## config.mk

```make
export PLATFORM = sky130hd
export DESIGN_NAME = accel_shake_detector_unit_flat
export DESIGN_NICKNAME = d
export VERILOG_FILES = /design/src/asd_pkg.sv /design/src/asd_stream_if.sv /design/src/asd_csr.sv /design/src/asd_datapath.sv /design/src/accel_shake_detector_unit.sv /design/src/flat_wrapper.sv
export SDC_FILE = /design/constraint.sdc
export NUM_CORES = 1
export LEC_CHECK = 0
export BUFFER_PORTS_ARGS = -buffer_cell sky130_fd_sc_hd__buf_2
export CORE_MARGIN = 2
export CORE_UTILIZATION = 50
export DETAILED_ROUTE_END_ITERATION = 6
export PLACE_DENSITY = 0.66
export SETUP_SLACK_MARGIN = 0.02
export SLEW_MARGIN = 20
export SYNTH_ARGS = -nofsm -noshare
export SYNTH_HDL_FRONTEND = slang
export SYNTH_SLANG_ARGS = --single-unit
```

## constraint.sdc

```tcl
create_clock -name clock -period 7.5 [get_ports clock]
set_clock_uncertainty 0.1 [all_clocks]
set_input_delay 1.875 -clock clock [delete_from_list [all_inputs] [get_ports clock]]
set_output_delay 1.875 -clock clock [all_outputs]
set_load 0.02 [all_outputs]
```

## src/asd_pkg.sv

```systemverilog
package asd_pkg;

   localparam int RAW_W        = 16;
   localparam int SAMPLE_SHIFT = 6;
   localparam int SCALED_W     = RAW_W - SAMPLE_SHIFT;
   localparam int DIFF_W       = SCALED_W + 1;
   localparam int THR_W        = 10;
   localparam int CMP_W        = (DIFF_W > THR_W) ? DIFF_W : THR_W;
   localparam int COUNT_W      = 7;

   localparam logic [COUNT_W-1:0] COUNT_MAX = '1;

   localparam int CSR_IDX_W  = 2;
   localparam int CSR_DATA_W = THR_W;

   localparam logic [CSR_IDX_W-1:0] CSR_SHAKE_THRESHOLD = 2'd0;
   localparam logic [CSR_IDX_W-1:0] CSR_CALM_THRESHOLD  = 2'd1;
   localparam logic [CSR_IDX_W-1:0] CSR_GESTURE_MODE    = 2'd2;

   localparam logic [THR_W-1:0] SHAKE_THRESHOLD_RESET = 10'd180;
   localparam logic [THR_W-1:0] CALM_THRESHOLD_RESET  = 10'd50;

   typedef struct packed {
      logic signed [RAW_W-1:0] raw_x;
      logic signed [RAW_W-1:0] raw_y;
      logic signed [RAW_W-1:0] raw_z;
      logic                    batch_start;
   } req_data_type;

   typedef struct packed {
      logic               tap;
      logic               shaking_now;
      logic [COUNT_W-1:0] count_now;
   } rsp_data_type;

   typedef struct packed {
      logic [THR_W-1:0] shake_threshold;
      logic [THR_W-1:0] calm_threshold;
      logic             gesture_mode;
   } cfg_type;

   function automatic logic [CMP_W-1:0] abs_diff(input logic signed [SCALED_W-1:0] a,
                                                 input logic signed [SCALED_W-1:0] b);
      logic signed [DIFF_W-1:0] d;
      logic [DIFF_W-1:0]        mag;
      d   = DIFF_W'(a) - DIFF_W'(b);
      mag = d[DIFF_W-1] ? DIFF_W'(-d) : DIFF_W'(d);
      return CMP_W'(mag);
   endfunction

   function automatic logic two_exceed(input logic [CMP_W-1:0] dx,
                                       input logic [CMP_W-1:0] dy,
                                       input logic [CMP_W-1:0] dz,
                                       input logic [THR_W-1:0] thr);
      logic bx;
      logic by;
      logic bz;
      bx = dx > CMP_W'(thr);
      by = dy > CMP_W'(thr);
      bz = dz > CMP_W'(thr);
      return (bx && by) || (bx && bz) || (by && bz);
   endfunction

endpackage

```

## src/asd_stream_if.sv

```systemverilog
interface asd_req_if import asd_pkg::*; ();
   logic         valid;
   logic         ready;
   req_data_type data;

   modport source (output valid, output data, input ready);
   modport sink   (input valid, input data, output ready);
endinterface

interface asd_rsp_if import asd_pkg::*; ();
   logic         valid;
   logic         ready;
   rsp_data_type data;

   modport source (output valid, output data, input ready);
   modport sink   (input valid, input data, output ready);
endinterface

```

## src/asd_csr.sv

```systemverilog
module asd_csr import asd_pkg::*; (
   input  logic                  clock,
   input  logic                  reset,
   input  logic                  csr_we,
   input  logic [CSR_IDX_W-1:0]  csr_index,
   input  logic [CSR_DATA_W-1:0] csr_wdata,
   output cfg_type               cfg
);

   cfg_type cfg_ff;
   cfg_type cfg_in;

   always_comb begin
      cfg_in = cfg_ff;
      if (csr_we) begin
         unique case (csr_index)
            CSR_SHAKE_THRESHOLD: cfg_in.shake_threshold = csr_wdata[THR_W-1:0];
            CSR_CALM_THRESHOLD:  cfg_in.calm_threshold  = csr_wdata[THR_W-1:0];
            CSR_GESTURE_MODE:    cfg_in.gesture_mode    = csr_wdata[0];
            default: ;
         endcase
      end
   end

   always_ff @(posedge clock) begin
      if (reset) begin
         cfg_ff.shake_threshold <= SHAKE_THRESHOLD_RESET;
         cfg_ff.calm_threshold  <= CALM_THRESHOLD_RESET;
         cfg_ff.gesture_mode    <= 1'b0;
      end else begin
         cfg_ff <= cfg_in;
      end
   end

   assign cfg = cfg_ff;

endmodule

```

## src/asd_datapath.sv

```systemverilog
module asd_datapath import asd_pkg::*; (
   input  logic           clock,
   input  logic           reset,
   input  cfg_type        cfg,
   asd_req_if.sink        req_chan,
   asd_rsp_if.source      rsp_chan
);

   logic         s1_valid_ff;
   logic         s1_valid_in;
   req_data_type s1_data_ff;
   logic         out_valid_ff;
   logic         out_valid_in;
   rsp_data_type out_data_ff;
   rsp_data_type out_data_in;

   logic signed [SCALED_W-1:0] prev_x_ff;
   logic signed [SCALED_W-1:0] prev_y_ff;
   logic signed [SCALED_W-1:0] prev_z_ff;
   logic signed [SCALED_W-1:0] prev_x_in;
   logic signed [SCALED_W-1:0] prev_y_in;
   logic signed [SCALED_W-1:0] prev_z_in;
   logic                       shaking_ff;
   logic                       shaking_in;
   logic [COUNT_W-1:0]         count_ff;
   logic [COUNT_W-1:0]         count_in;

   logic                       out_free;
   logic                       advance;
   logic                       req_accept;
   logic signed [SCALED_W-1:0] nx;
   logic signed [SCALED_W-1:0] ny;
   logic signed [SCALED_W-1:0] nz;
   logic [CMP_W-1:0]           dx;
   logic [CMP_W-1:0]           dy;
   logic [CMP_W-1:0]           dz;
   logic                       hard_shake;
   logic                       moving;
   logic                       tap;

   assign out_free       = !out_valid_ff || rsp_chan.ready;
   assign advance        = s1_valid_ff && out_free;
   assign req_chan.ready = !s1_valid_ff || out_free;
   assign req_accept     = req_chan.valid && req_chan.ready;

   assign nx = s1_data_ff.raw_x[RAW_W-1:SAMPLE_SHIFT];
   assign ny = s1_data_ff.raw_y[RAW_W-1:SAMPLE_SHIFT];
   assign nz = s1_data_ff.raw_z[RAW_W-1:SAMPLE_SHIFT];

   assign dx = abs_diff(prev_x_ff, nx);
   assign dy = abs_diff(prev_y_ff, ny);
   assign dz = abs_diff(prev_z_ff, nz);

   assign hard_shake = two_exceed(dx, dy, dz, cfg.shake_threshold);
   assign moving     = two_exceed(dx, dy, dz, cfg.calm_threshold);

   always_comb begin
      prev_x_in  = prev_x_ff;
      prev_y_in  = prev_y_ff;
      prev_z_in  = prev_z_ff;
      shaking_in = shaking_ff;
      count_in   = count_ff;
      tap        = 1'b0;
      if (!cfg.gesture_mode) begin
         if (!s1_data_ff.batch_start) begin
            if (!shaking_ff && hard_shake && (count_ff != '0)) begin
               tap        = 1'b1;
               shaking_in = 1'b1;
               count_in   = '0;
            end else if (hard_shake) begin
               if (count_ff != COUNT_MAX) begin
                  count_in = count_ff + 1'b1;
               end
            end else if (!moving) begin
               count_in   = '0;
               shaking_in = 1'b0;
            end
         end
         prev_x_in = nx;
         prev_y_in = ny;
         prev_z_in = nz;
      end
      out_data_in.tap         = tap;
      out_data_in.shaking_now = shaking_in;
      out_data_in.count_now   = count_in;
   end

   always_comb begin
      s1_valid_in = s1_valid_ff;
      if (req_accept) begin
         s1_valid_in = 1'b1;
      end else if (advance) begin
         s1_valid_in = 1'b0;
      end
      out_valid_in = out_valid_ff;
      if (advance) begin
         out_valid_in = 1'b1;
      end else if (rsp_chan.ready) begin
         out_valid_in = 1'b0;
      end
   end

   always_ff @(posedge clock) begin
      if (reset) begin
         s1_valid_ff  <= 1'b0;
         out_valid_ff <= 1'b0;
         prev_x_ff    <= '0;
         prev_y_ff    <= '0;
         prev_z_ff    <= '0;
         shaking_ff   <= 1'b0;
         count_ff     <= '0;
      end else begin
         s1_valid_ff  <= s1_valid_in;
         out_valid_ff <= out_valid_in;
         if (advance) begin
            prev_x_ff  <= prev_x_in;
            prev_y_ff  <= prev_y_in;
            prev_z_ff  <= prev_z_in;
            shaking_ff <= shaking_in;
            count_ff   <= count_in;
         end
      end
   end

   always_ff @(posedge clock) begin
      if (req_accept) begin
         s1_data_ff <= req_chan.data;
      end
      if (advance) begin
         out_data_ff <= out_data_in;
      end
   end

   assign rsp_chan.valid = out_valid_ff;
   assign rsp_chan.data  = out_data_ff;

endmodule

```

## src/accel_shake_detector_unit.sv

```systemverilog
// An item waits in the input register and its result in the result register.
// Throughput: one item per cycle while results are taken; the input and
// result registers let a new item enter while a finished result still waits.
// Reset is synchronous and active high; it empties both registers, clears the
// previous sample, the shaking flag and the count, and restores the thresholds.
module accel_shake_detector_unit import asd_pkg::*; (
   input  logic                  clock,
   input  logic                  reset,
   asd_req_if.sink               req_chan,
   asd_rsp_if.source             rsp_chan,
   input  logic                  csr_we,
   input  logic [CSR_IDX_W-1:0]  csr_index,
   input  logic [CSR_DATA_W-1:0] csr_wdata
);

   cfg_type cfg;

   asd_csr u_csr (
      .clock     (clock),
      .reset     (reset),
      .csr_we    (csr_we),
      .csr_index (csr_index),
      .csr_wdata (csr_wdata),
      .cfg       (cfg)
   );

   asd_datapath u_datapath (
      .clock    (clock),
      .reset    (reset),
      .cfg      (cfg),
      .req_chan (req_chan),
      .rsp_chan (rsp_chan)
   );

`ifndef ASSERT_OFF
   a_tap_starts_shake: assert property (@(posedge clock) disable iff (reset)
      rsp_chan.valid && rsp_chan.data.tap |->
         rsp_chan.data.shaking_now && (rsp_chan.data.count_now == '0))
      else $error("A tap item must report shaking with a cleared count.");

   a_empty_after_reset: assert property (@(posedge clock)
      reset |=> !rsp_chan.valid)
      else $error("No result item may be offered straight after reset.");
`endif

endmodule
```

## src/flat_wrapper.sv

```systemverilog
// flat-port wrapper written by rule: the top's interface ports become plain ports
module accel_shake_detector_unit_flat import asd_pkg::*;
  (clock, reset, csr_we, csr_index, csr_wdata, req_chan_valid, req_chan_data, req_chan_ready, rsp_chan_valid, rsp_chan_data, rsp_chan_ready);
  asd_req_if req_chan_i ();
  asd_rsp_if rsp_chan_i ();
  input  logic clock;
  input  logic reset;
  input  logic csr_we;
  input  logic [CSR_IDX_W-1:0] csr_index;
  input  logic [CSR_DATA_W-1:0] csr_wdata;
  input wire logic [$bits(req_chan_i.valid)-1:0] req_chan_valid;
  input wire logic [$bits(req_chan_i.data)-1:0] req_chan_data;
  output wire logic [$bits(req_chan_i.ready)-1:0] req_chan_ready;
  output wire logic [$bits(rsp_chan_i.valid)-1:0] rsp_chan_valid;
  output wire logic [$bits(rsp_chan_i.data)-1:0] rsp_chan_data;
  input wire logic [$bits(rsp_chan_i.ready)-1:0] rsp_chan_ready;
  assign req_chan_i.valid = req_chan_valid;
  assign req_chan_i.data = req_chan_data;
  assign req_chan_ready = req_chan_i.ready;
  assign rsp_chan_valid = rsp_chan_i.valid;
  assign rsp_chan_data = rsp_chan_i.data;
  assign rsp_chan_i.ready = rsp_chan_ready;
  accel_shake_detector_unit u_core (.clock(clock), .reset(reset), .req_chan(req_chan_i), .rsp_chan(rsp_chan_i), .csr_we(csr_we), .csr_index(csr_index), .csr_wdata(csr_wdata));
endmodule
```

# Yosys cells after proc, flatten, opt, wreduce, memory -nomap -nowiden
# Cells that the tools add are included.
# classes
n_addsub	7
n_lt_le_gt_ge	6
n_eq_ne	3
n_mux	19
bitwise_logic	1
reduce_logical	28
# ops
cell	n
$gt A11 B10 Y1	6
$mux W7	6
$mux W11	3
$neg A11 Y11	3
$sub A10 B10 Y11	3
$logic_and A1 B1 Y1	10
$mux W1	10
$reduce_and A2 Y1	4
$add A7 B1 Y7 const B	1
$ne A7 B7 Y1 const B	1
$reduce_bool A7 Y1	1
$logic_or A1 B1 Y1	6
$reduce_bool A2 Y1	2
$logic_not A1 Y1	3
$eq A2 B1 Y1 const B	1
$eq A2 B2 Y1 const B	1
$logic_not A2 Y1	1
$reduce_or A2 Y1	1
$not A1 Y1	1
# totals
register_bits	119
inputBits	66
out_inout_bits	11
elab_cells	81

# Logic depth before layout (Yosys ltp)
# depth
depth_word	12
ltp_mapped	21
mapped_depth_nobuf	21

# Cells and area by module
# Synthesis repeated with hierarchy kept, for this count alone.
# unflattened
hier_cells	853
area_unflattened_um2	7443.4
# modules_own_cells
module	n_inst	cells_per_inst	area_per_inst_um2
asd_datapath	1	767	6556.3
asd_csr	1	86	887.1

# Worst setup path after synthesis
# No wires, ideal clock.
# synth_path
kind	reg2reg
startpoint	register u_core.u_datapath.prev_x_ff[0]
endpoint	register u_core.u_datapath.out_data_ff, in the netlist u_core.u_datapath.rsp_chan.data[0], data pin
setup_ns	0.268
arrival_time_ns	4.340
required_time_ns	7.132
setup_slack_ns	2.792
stages_incl_launch_ff	22
n_path_buf	0
synth_period_minus_slack_ns	4.708
cell_sequence	dfxtp_1 > inv_1 > ha_1 > inv_1 > fa_1 > a21o_1 > a221oi_2 > xnor2_1 > a2111oi_4 > nand2_1 > o21ai_0 > xnor2_1 > ha_1 > a21o_1 > a21oi_1 > a32o_1 > a31oi_1 > a41o_1 > a221oi_2 > nor2_2 > a221oi_2 > o22ai_1
# synth_via
elab_chain_len	12
elab_cells_between_ends	20
cone_classes	2 x add/sub; 2 x order compare; 6 x mux; 10 x reduce/logical
# synth_rtl
element	line_no	source
from (decl)	asd_datapath.sv:17	logic signed [SCALED_W-1:0] prev_x_ff;
from (signal assigned)	asd_datapath.sv:116	prev_x_ff <= prev_x_in;
$sub A10 B10 Y11 *	asd_pkg.sv:46	d = DIFF_W'(a) - DIFF_W'(b);
$neg A11 Y11	asd_pkg.sv:47	mag = d[DIFF_W-1] ? DIFF_W'(-d) : DIFF_W'(d);
$mux W11 *	asd_pkg.sv:47	
$gt A11 B10 Y1	asd_pkg.sv:58	bx = dx > CMP_W'(thr);
$logic_and A1 B1 Y1	asd_pkg.sv:61	return (bx && by) || (bx && bz) || (by && bz);
$logic_or A1 B1 Y1 (2 in series)	asd_pkg.sv:61	
$mux W7 or $logic_and A1 B1 Y1 (tied branches)	asd_datapath.sv:74, asd_datapath.sv:66	
$mux W7 or $logic_and A1 B1 Y1 (tied branches)	asd_datapath.sv:70, asd_datapath.sv:66	
$mux W7 *	asd_datapath.sv:66	if (!shaking_ff && hard_shake && (count_ff != '0)) begin
$mux W7 *	asd_datapath.sv:65	if (!s1_data_ff.batch_start) begin
$mux W7 *	asd_datapath.sv:64	if (!cfg.gesture_mode) begin
via u_core.u_datapath.count_in[0]	asd_datapath.sv:26	logic [COUNT_W-1:0] count_in;
to (signal assigned)	asd_datapath.sv:130	out_data_ff <= out_data_in;
to (decl)	asd_datapath.sv:14	rsp_data_type out_data_ff;
# Mark *: on every way through the listed nets, which the timed path passes. The rest lies on a longest branch.
# A chain may end at the register's enable or synchronous reset.

# Final worst setup path
# Same ends and word-level chain as after synthesis.

==> results.yml <==
outcome:
  outcome: "finished clean"
placed_design:
  gpl.final_weighted_congestion: 0.8770
  placed_cell_area_sq_um: 7826
  dp.cells: 1075
  place.port_buffers: 58
  dp.final_hpwl_um: 12010
critical_path:
  worst_ep_arrival_time_ns: 5.39
  timing.setup.critical_path_class: "flip-flop to flip-flop"
  crit_fanout: 10
  cp-startpoint: "u_core.u_datapath.prev_x_ff[0]$_SDFFE_PP0P_"
  startpoint_type: "flip-flop"
  critPathCaptureType: "flip-flop"
  worstReg2RegStart: "u_core.u_datapath.prev_x_ff[0]$_SDFFE_PP0P_"
  required_ns: 7.51
floorplanning:
  row_count: 44
  design.die.area_sq_um: 15710
  start_util: 0.5085
  floorplan.io_pins: 77
  fp.dieH_um: 125.3
  die_width_um: 125.3
  floorplan.core_area_sq_um: 14480
sta:
  max_slew.worst_pin.slew_ns: 0.8315
  grt_setup_unrepaired: "false"
  final.period_utilization: 0.7168
  tns_ns: 0
  max_clock_freq_mhz: 186.0
  holdWs_ns: 0.3555
  hold_violations: 0
  report.final.slew_viol_count: 0
  max_slew_margin: 0.4443
  finalSetupViolations: 0
  finalWorstPathRequiredPeriod_ns: 5.376
global_routing:
  overflow: 0
  grt_pass1_wl_um: 27250
  largest_net_degree_at_the_start_of_global_routing: 66
  groute.usage.overall: 0.2127
  number_of_antenna_violations_at_the_first_check_in_global_routing: 0
  grt_pass1_vias: 5740
cts:
  insertion_delay_to_the_later_sink_of_the_worst_skew_pair_ns: 0.37
  post-cts-setup-buffers: 0
  clk_path_buf_depth: 2
  cts_hold_repair.buffers: 0
  clock_sink_count: 101
  tritoncts: "yes"
  post_cts.resized_instances: 0
  clockRootBuffer: "clkbuf_16"
  cts.clk_slew.worst_paths_ns: 0.08
  cts_made_buffers: 9
  cts_max_level: 3
synthesis:
  synth_edf_count: 40
  mappedNetlistNets: 1016
  ys_dominant_reg_cell: "dfxtp_1"
  ys_seq_elements: 101
  synth.distinct_cells: 75
  syn_area_per_cell_sq_um: 8.641
  synth_seq_area_share: 0.3290
  synth.cell_area_sq_um: 7362
  ys_async_sr_fraction: 0
  synthCells: 852
  ys.warnings.count: 0
route:
  drt-pass1-iter-count: 5
  highest-signal-layer: "met4"
  residual_drc_count: 0
  via_count: 6092
  detailedRoute.firstIterationViolations: 330
  detail_route.wirelength.met1_um: 7647
  wl_met2_um: 7514
  route.detailed.wl_per_inst_um: 14.88
  wl_met3_um: 707
  via_per_inst: 5.584
  drtAntennaViolNets: 0
  routed_wl_um: 16230
pwr:
  p_per_area_nw_per_um2: 215.3
  cellLeakagePower_nw: 3.523
  ir_worst_vdd_v: 0.0001363
layout:
  area.growth.synth_to_final_pct: 10.44
  finalInstanceArea_sq_um: 8130
  layout-drive-gt1-share: 0.1136
  n_antenna_cell: 0
  final_cells: 1091
  design.final.nets: 1066
  fin_util: 0.5615
hold_path:
  hold_path.class: "flip-flop to flip-flop"
  holdCritStartpoint: "u_core.u_csr.cfg[7]$_SDFFE_PP0P_"
job:
  cap_viol_max_count: 0
[routing by layer]
layer  vias to the layer above  GRT usage
met3                        25    0.04664
li1                       3172          -
met5                         -          0
met1                      2788     0.2775
met4                         0    0.07843
met2                       107     0.3478
[cell type report]
class / instances / area [sq um]
Fill cell: 1412 / 6349
Inverter: 68 / 255.2
Sequential cell: 101 / 2422
Clock inverter: 7 / 72.57
Clock buffer: 9 / 225.2
Tap cell: 184 / 230.2
Multi-Input combinational cell: 661 / 4612
Timing Repair Buffer: 61 / 312.8
[power breakdown]
part           total, mW  switching (mW)  internal (mW)
Sequential         0.612          0.0135          0.599
Clock              0.471           0.238          0.233
Combinational      0.667           0.393          0.274
[flip-flops by register name, indices dropped and copies added (netlist names), 7 cells and up]
| register | cells |
|---|---|
| u_core.u_csr.cfg | 21 |
| u_core.u_datapath.nx | 10 |
| u_core.u_datapath.ny | 10 |
| u_core.u_datapath.nz | 10 |
| u_core.u_datapath.prev_x_ff | 10 |
| u_core.u_datapath.prev_y_ff | 10 |
| u_core.u_datapath.prev_z_ff | 10 |
| u_core.u_datapath.rsp_chan.data | 9 |
| u_core.u_datapath.count_ff | 7 |
[cells in the final DEF, fill, tap and decap left out, types with 4 or more instances in the layout]
| cell | instances |
|---|---|
| or3_1 | 7 |
| o211ai_1 | 7 |
| nand2b_1 | 11 |
| inv_1 | 68 |
| a211o_1 | 6 |
| nor2b_1 | 11 |
| a2111oi_0 | 5 |
| o22ai_1 | 6 |
| a21o_1 | 23 |
| xnor2_1 | 33 |
| clkbuf_16 | 9 |
| o2111ai_1 | 4 |
| nor2_1 | 54 |
| nand3_1 | 18 |
| a21oi_1 | 81 |
| buf_2 | 58 |
| nor3_1 | 15 |
| and3_1 | 4 |
| ha_1 | 95 |
| o21bai_1 | 8 |
| a211oi_1 | 8 |
| and2_1 | 7 |
| nand4_1 | 9 |
| xor2_1 | 10 |
| nand2_1 | 123 |
| o21ai_0 | 26 |
| nand3b_1 | 7 |
| o31ai_1 | 9 |
| edfxtp_1 | 40 |
| dfxtp_1 | 61 |
| or2_2 | 4 |
| a31oi_1 | 7 |
[cells by family after synthesis]
logic type | share of synthesized area
compound gates | 0.2118
xor+xnor | 0.05116
simple gates | 0.1842
flops | 0.3290
mux | 0.005608
buf+inv | 0.04708
fa+ha+maj | 0.1711
[worst paths after layout]
path / end / slack (ns) / cells past startpoint
min: u_core.u_csr.cfg[7]$_SDFFE_PP0P_ / 0.36 / 2
max: u_core.u_datapath.rsp_chan.data[0]$_DFFE_PP_ / 2.12 / 21
max reg2reg: u_core.u_datapath.rsp_chan.data[0]$_DFFE_PP_ / 2.12 / 21
min reg2reg: u_core.u_csr.cfg[7]$_SDFFE_PP0P_ / 0.36 / 2
[stage by stage]
step	power, mW	setup WS [ns]
after floorplan	1.135	2.792
after global placement	1.276	2.217
after detailed placement	1.284	2.205
after CTS	1.764	2.170
after global routing	1.876	1.745
final	1.751	2.124
[cell usage after synthesis, drive strengths merged, types with 4 or more instances]
| cell type | instances | share of area |
|---|---|---|
| o21bai | 8 | 0.0082 |
| a221oi | 5 | 0.0085 |
| edfxtp | 40 | 0.16 |
| or2 | 6 | 0.0054 |
| o22ai | 7 | 0.0068 |
| and2 | 8 | 0.0068 |
| nand3 | 18 | 0.012 |
| a211oi | 8 | 0.0082 |
| nor2b | 11 | 0.0093 |
| xnor2 | 33 | 0.039 |
| buf | 5 | 0.0037 |
| o211ai | 7 | 0.0071 |
| o31ai | 9 | 0.0092 |
| and3 | 4 | 0.0034 |
| o32ai | 4 | 0.0058 |
| inv | 68 | 0.035 |
| o21ai | 26 | 0.018 |
| nand4 | 9 | 0.0076 |
| xor2 | 10 | 0.012 |
| a211o | 6 | 0.0071 |
| nor2 | 56 | 0.029 |
| or3 | 7 | 0.0059 |
| o2111ai | 4 | 0.0048 |
| nand2b | 11 | 0.0093 |
| ha | 95 | 0.16 |
| a31oi | 7 | 0.0059 |
| nor3 | 15 | 0.010 |
| a21oi | 83 | 0.057 |
| nand2 | 123 | 0.063 |
| a21o | 23 | 0.023 |
| a2111oi | 6 | 0.0097 |
| dfxtp | 61 | 0.17 |
| nand3b | 7 | 0.0071 |
| clkbuf | 17 | 0.0087 |
[worst max-delay path: stages (launching register included)]
cell and delay [ns]:
dfxtp_1 0.31, inv_1 0.05, ha_1 0.17, inv_1 0.06, fa_1 0.41, a21o_1 0.22, a221oi_2 0.31, xnor2_1 0.20
a2111oi_4 0.42, nand2_1 0.12, o21ai_0 0.24, xnor2_1 0.18, ha_1 0.29, a21o_1 0.16, a21oi_1 0.22, a32o_1 0.17
a31oi_1 0.05, a41o_1 0.28, a221oi_2 0.49, nor2_2 0.20, a221oi_2 0.33, o22ai_1 0.12
(Power assumes the default switching activity.)
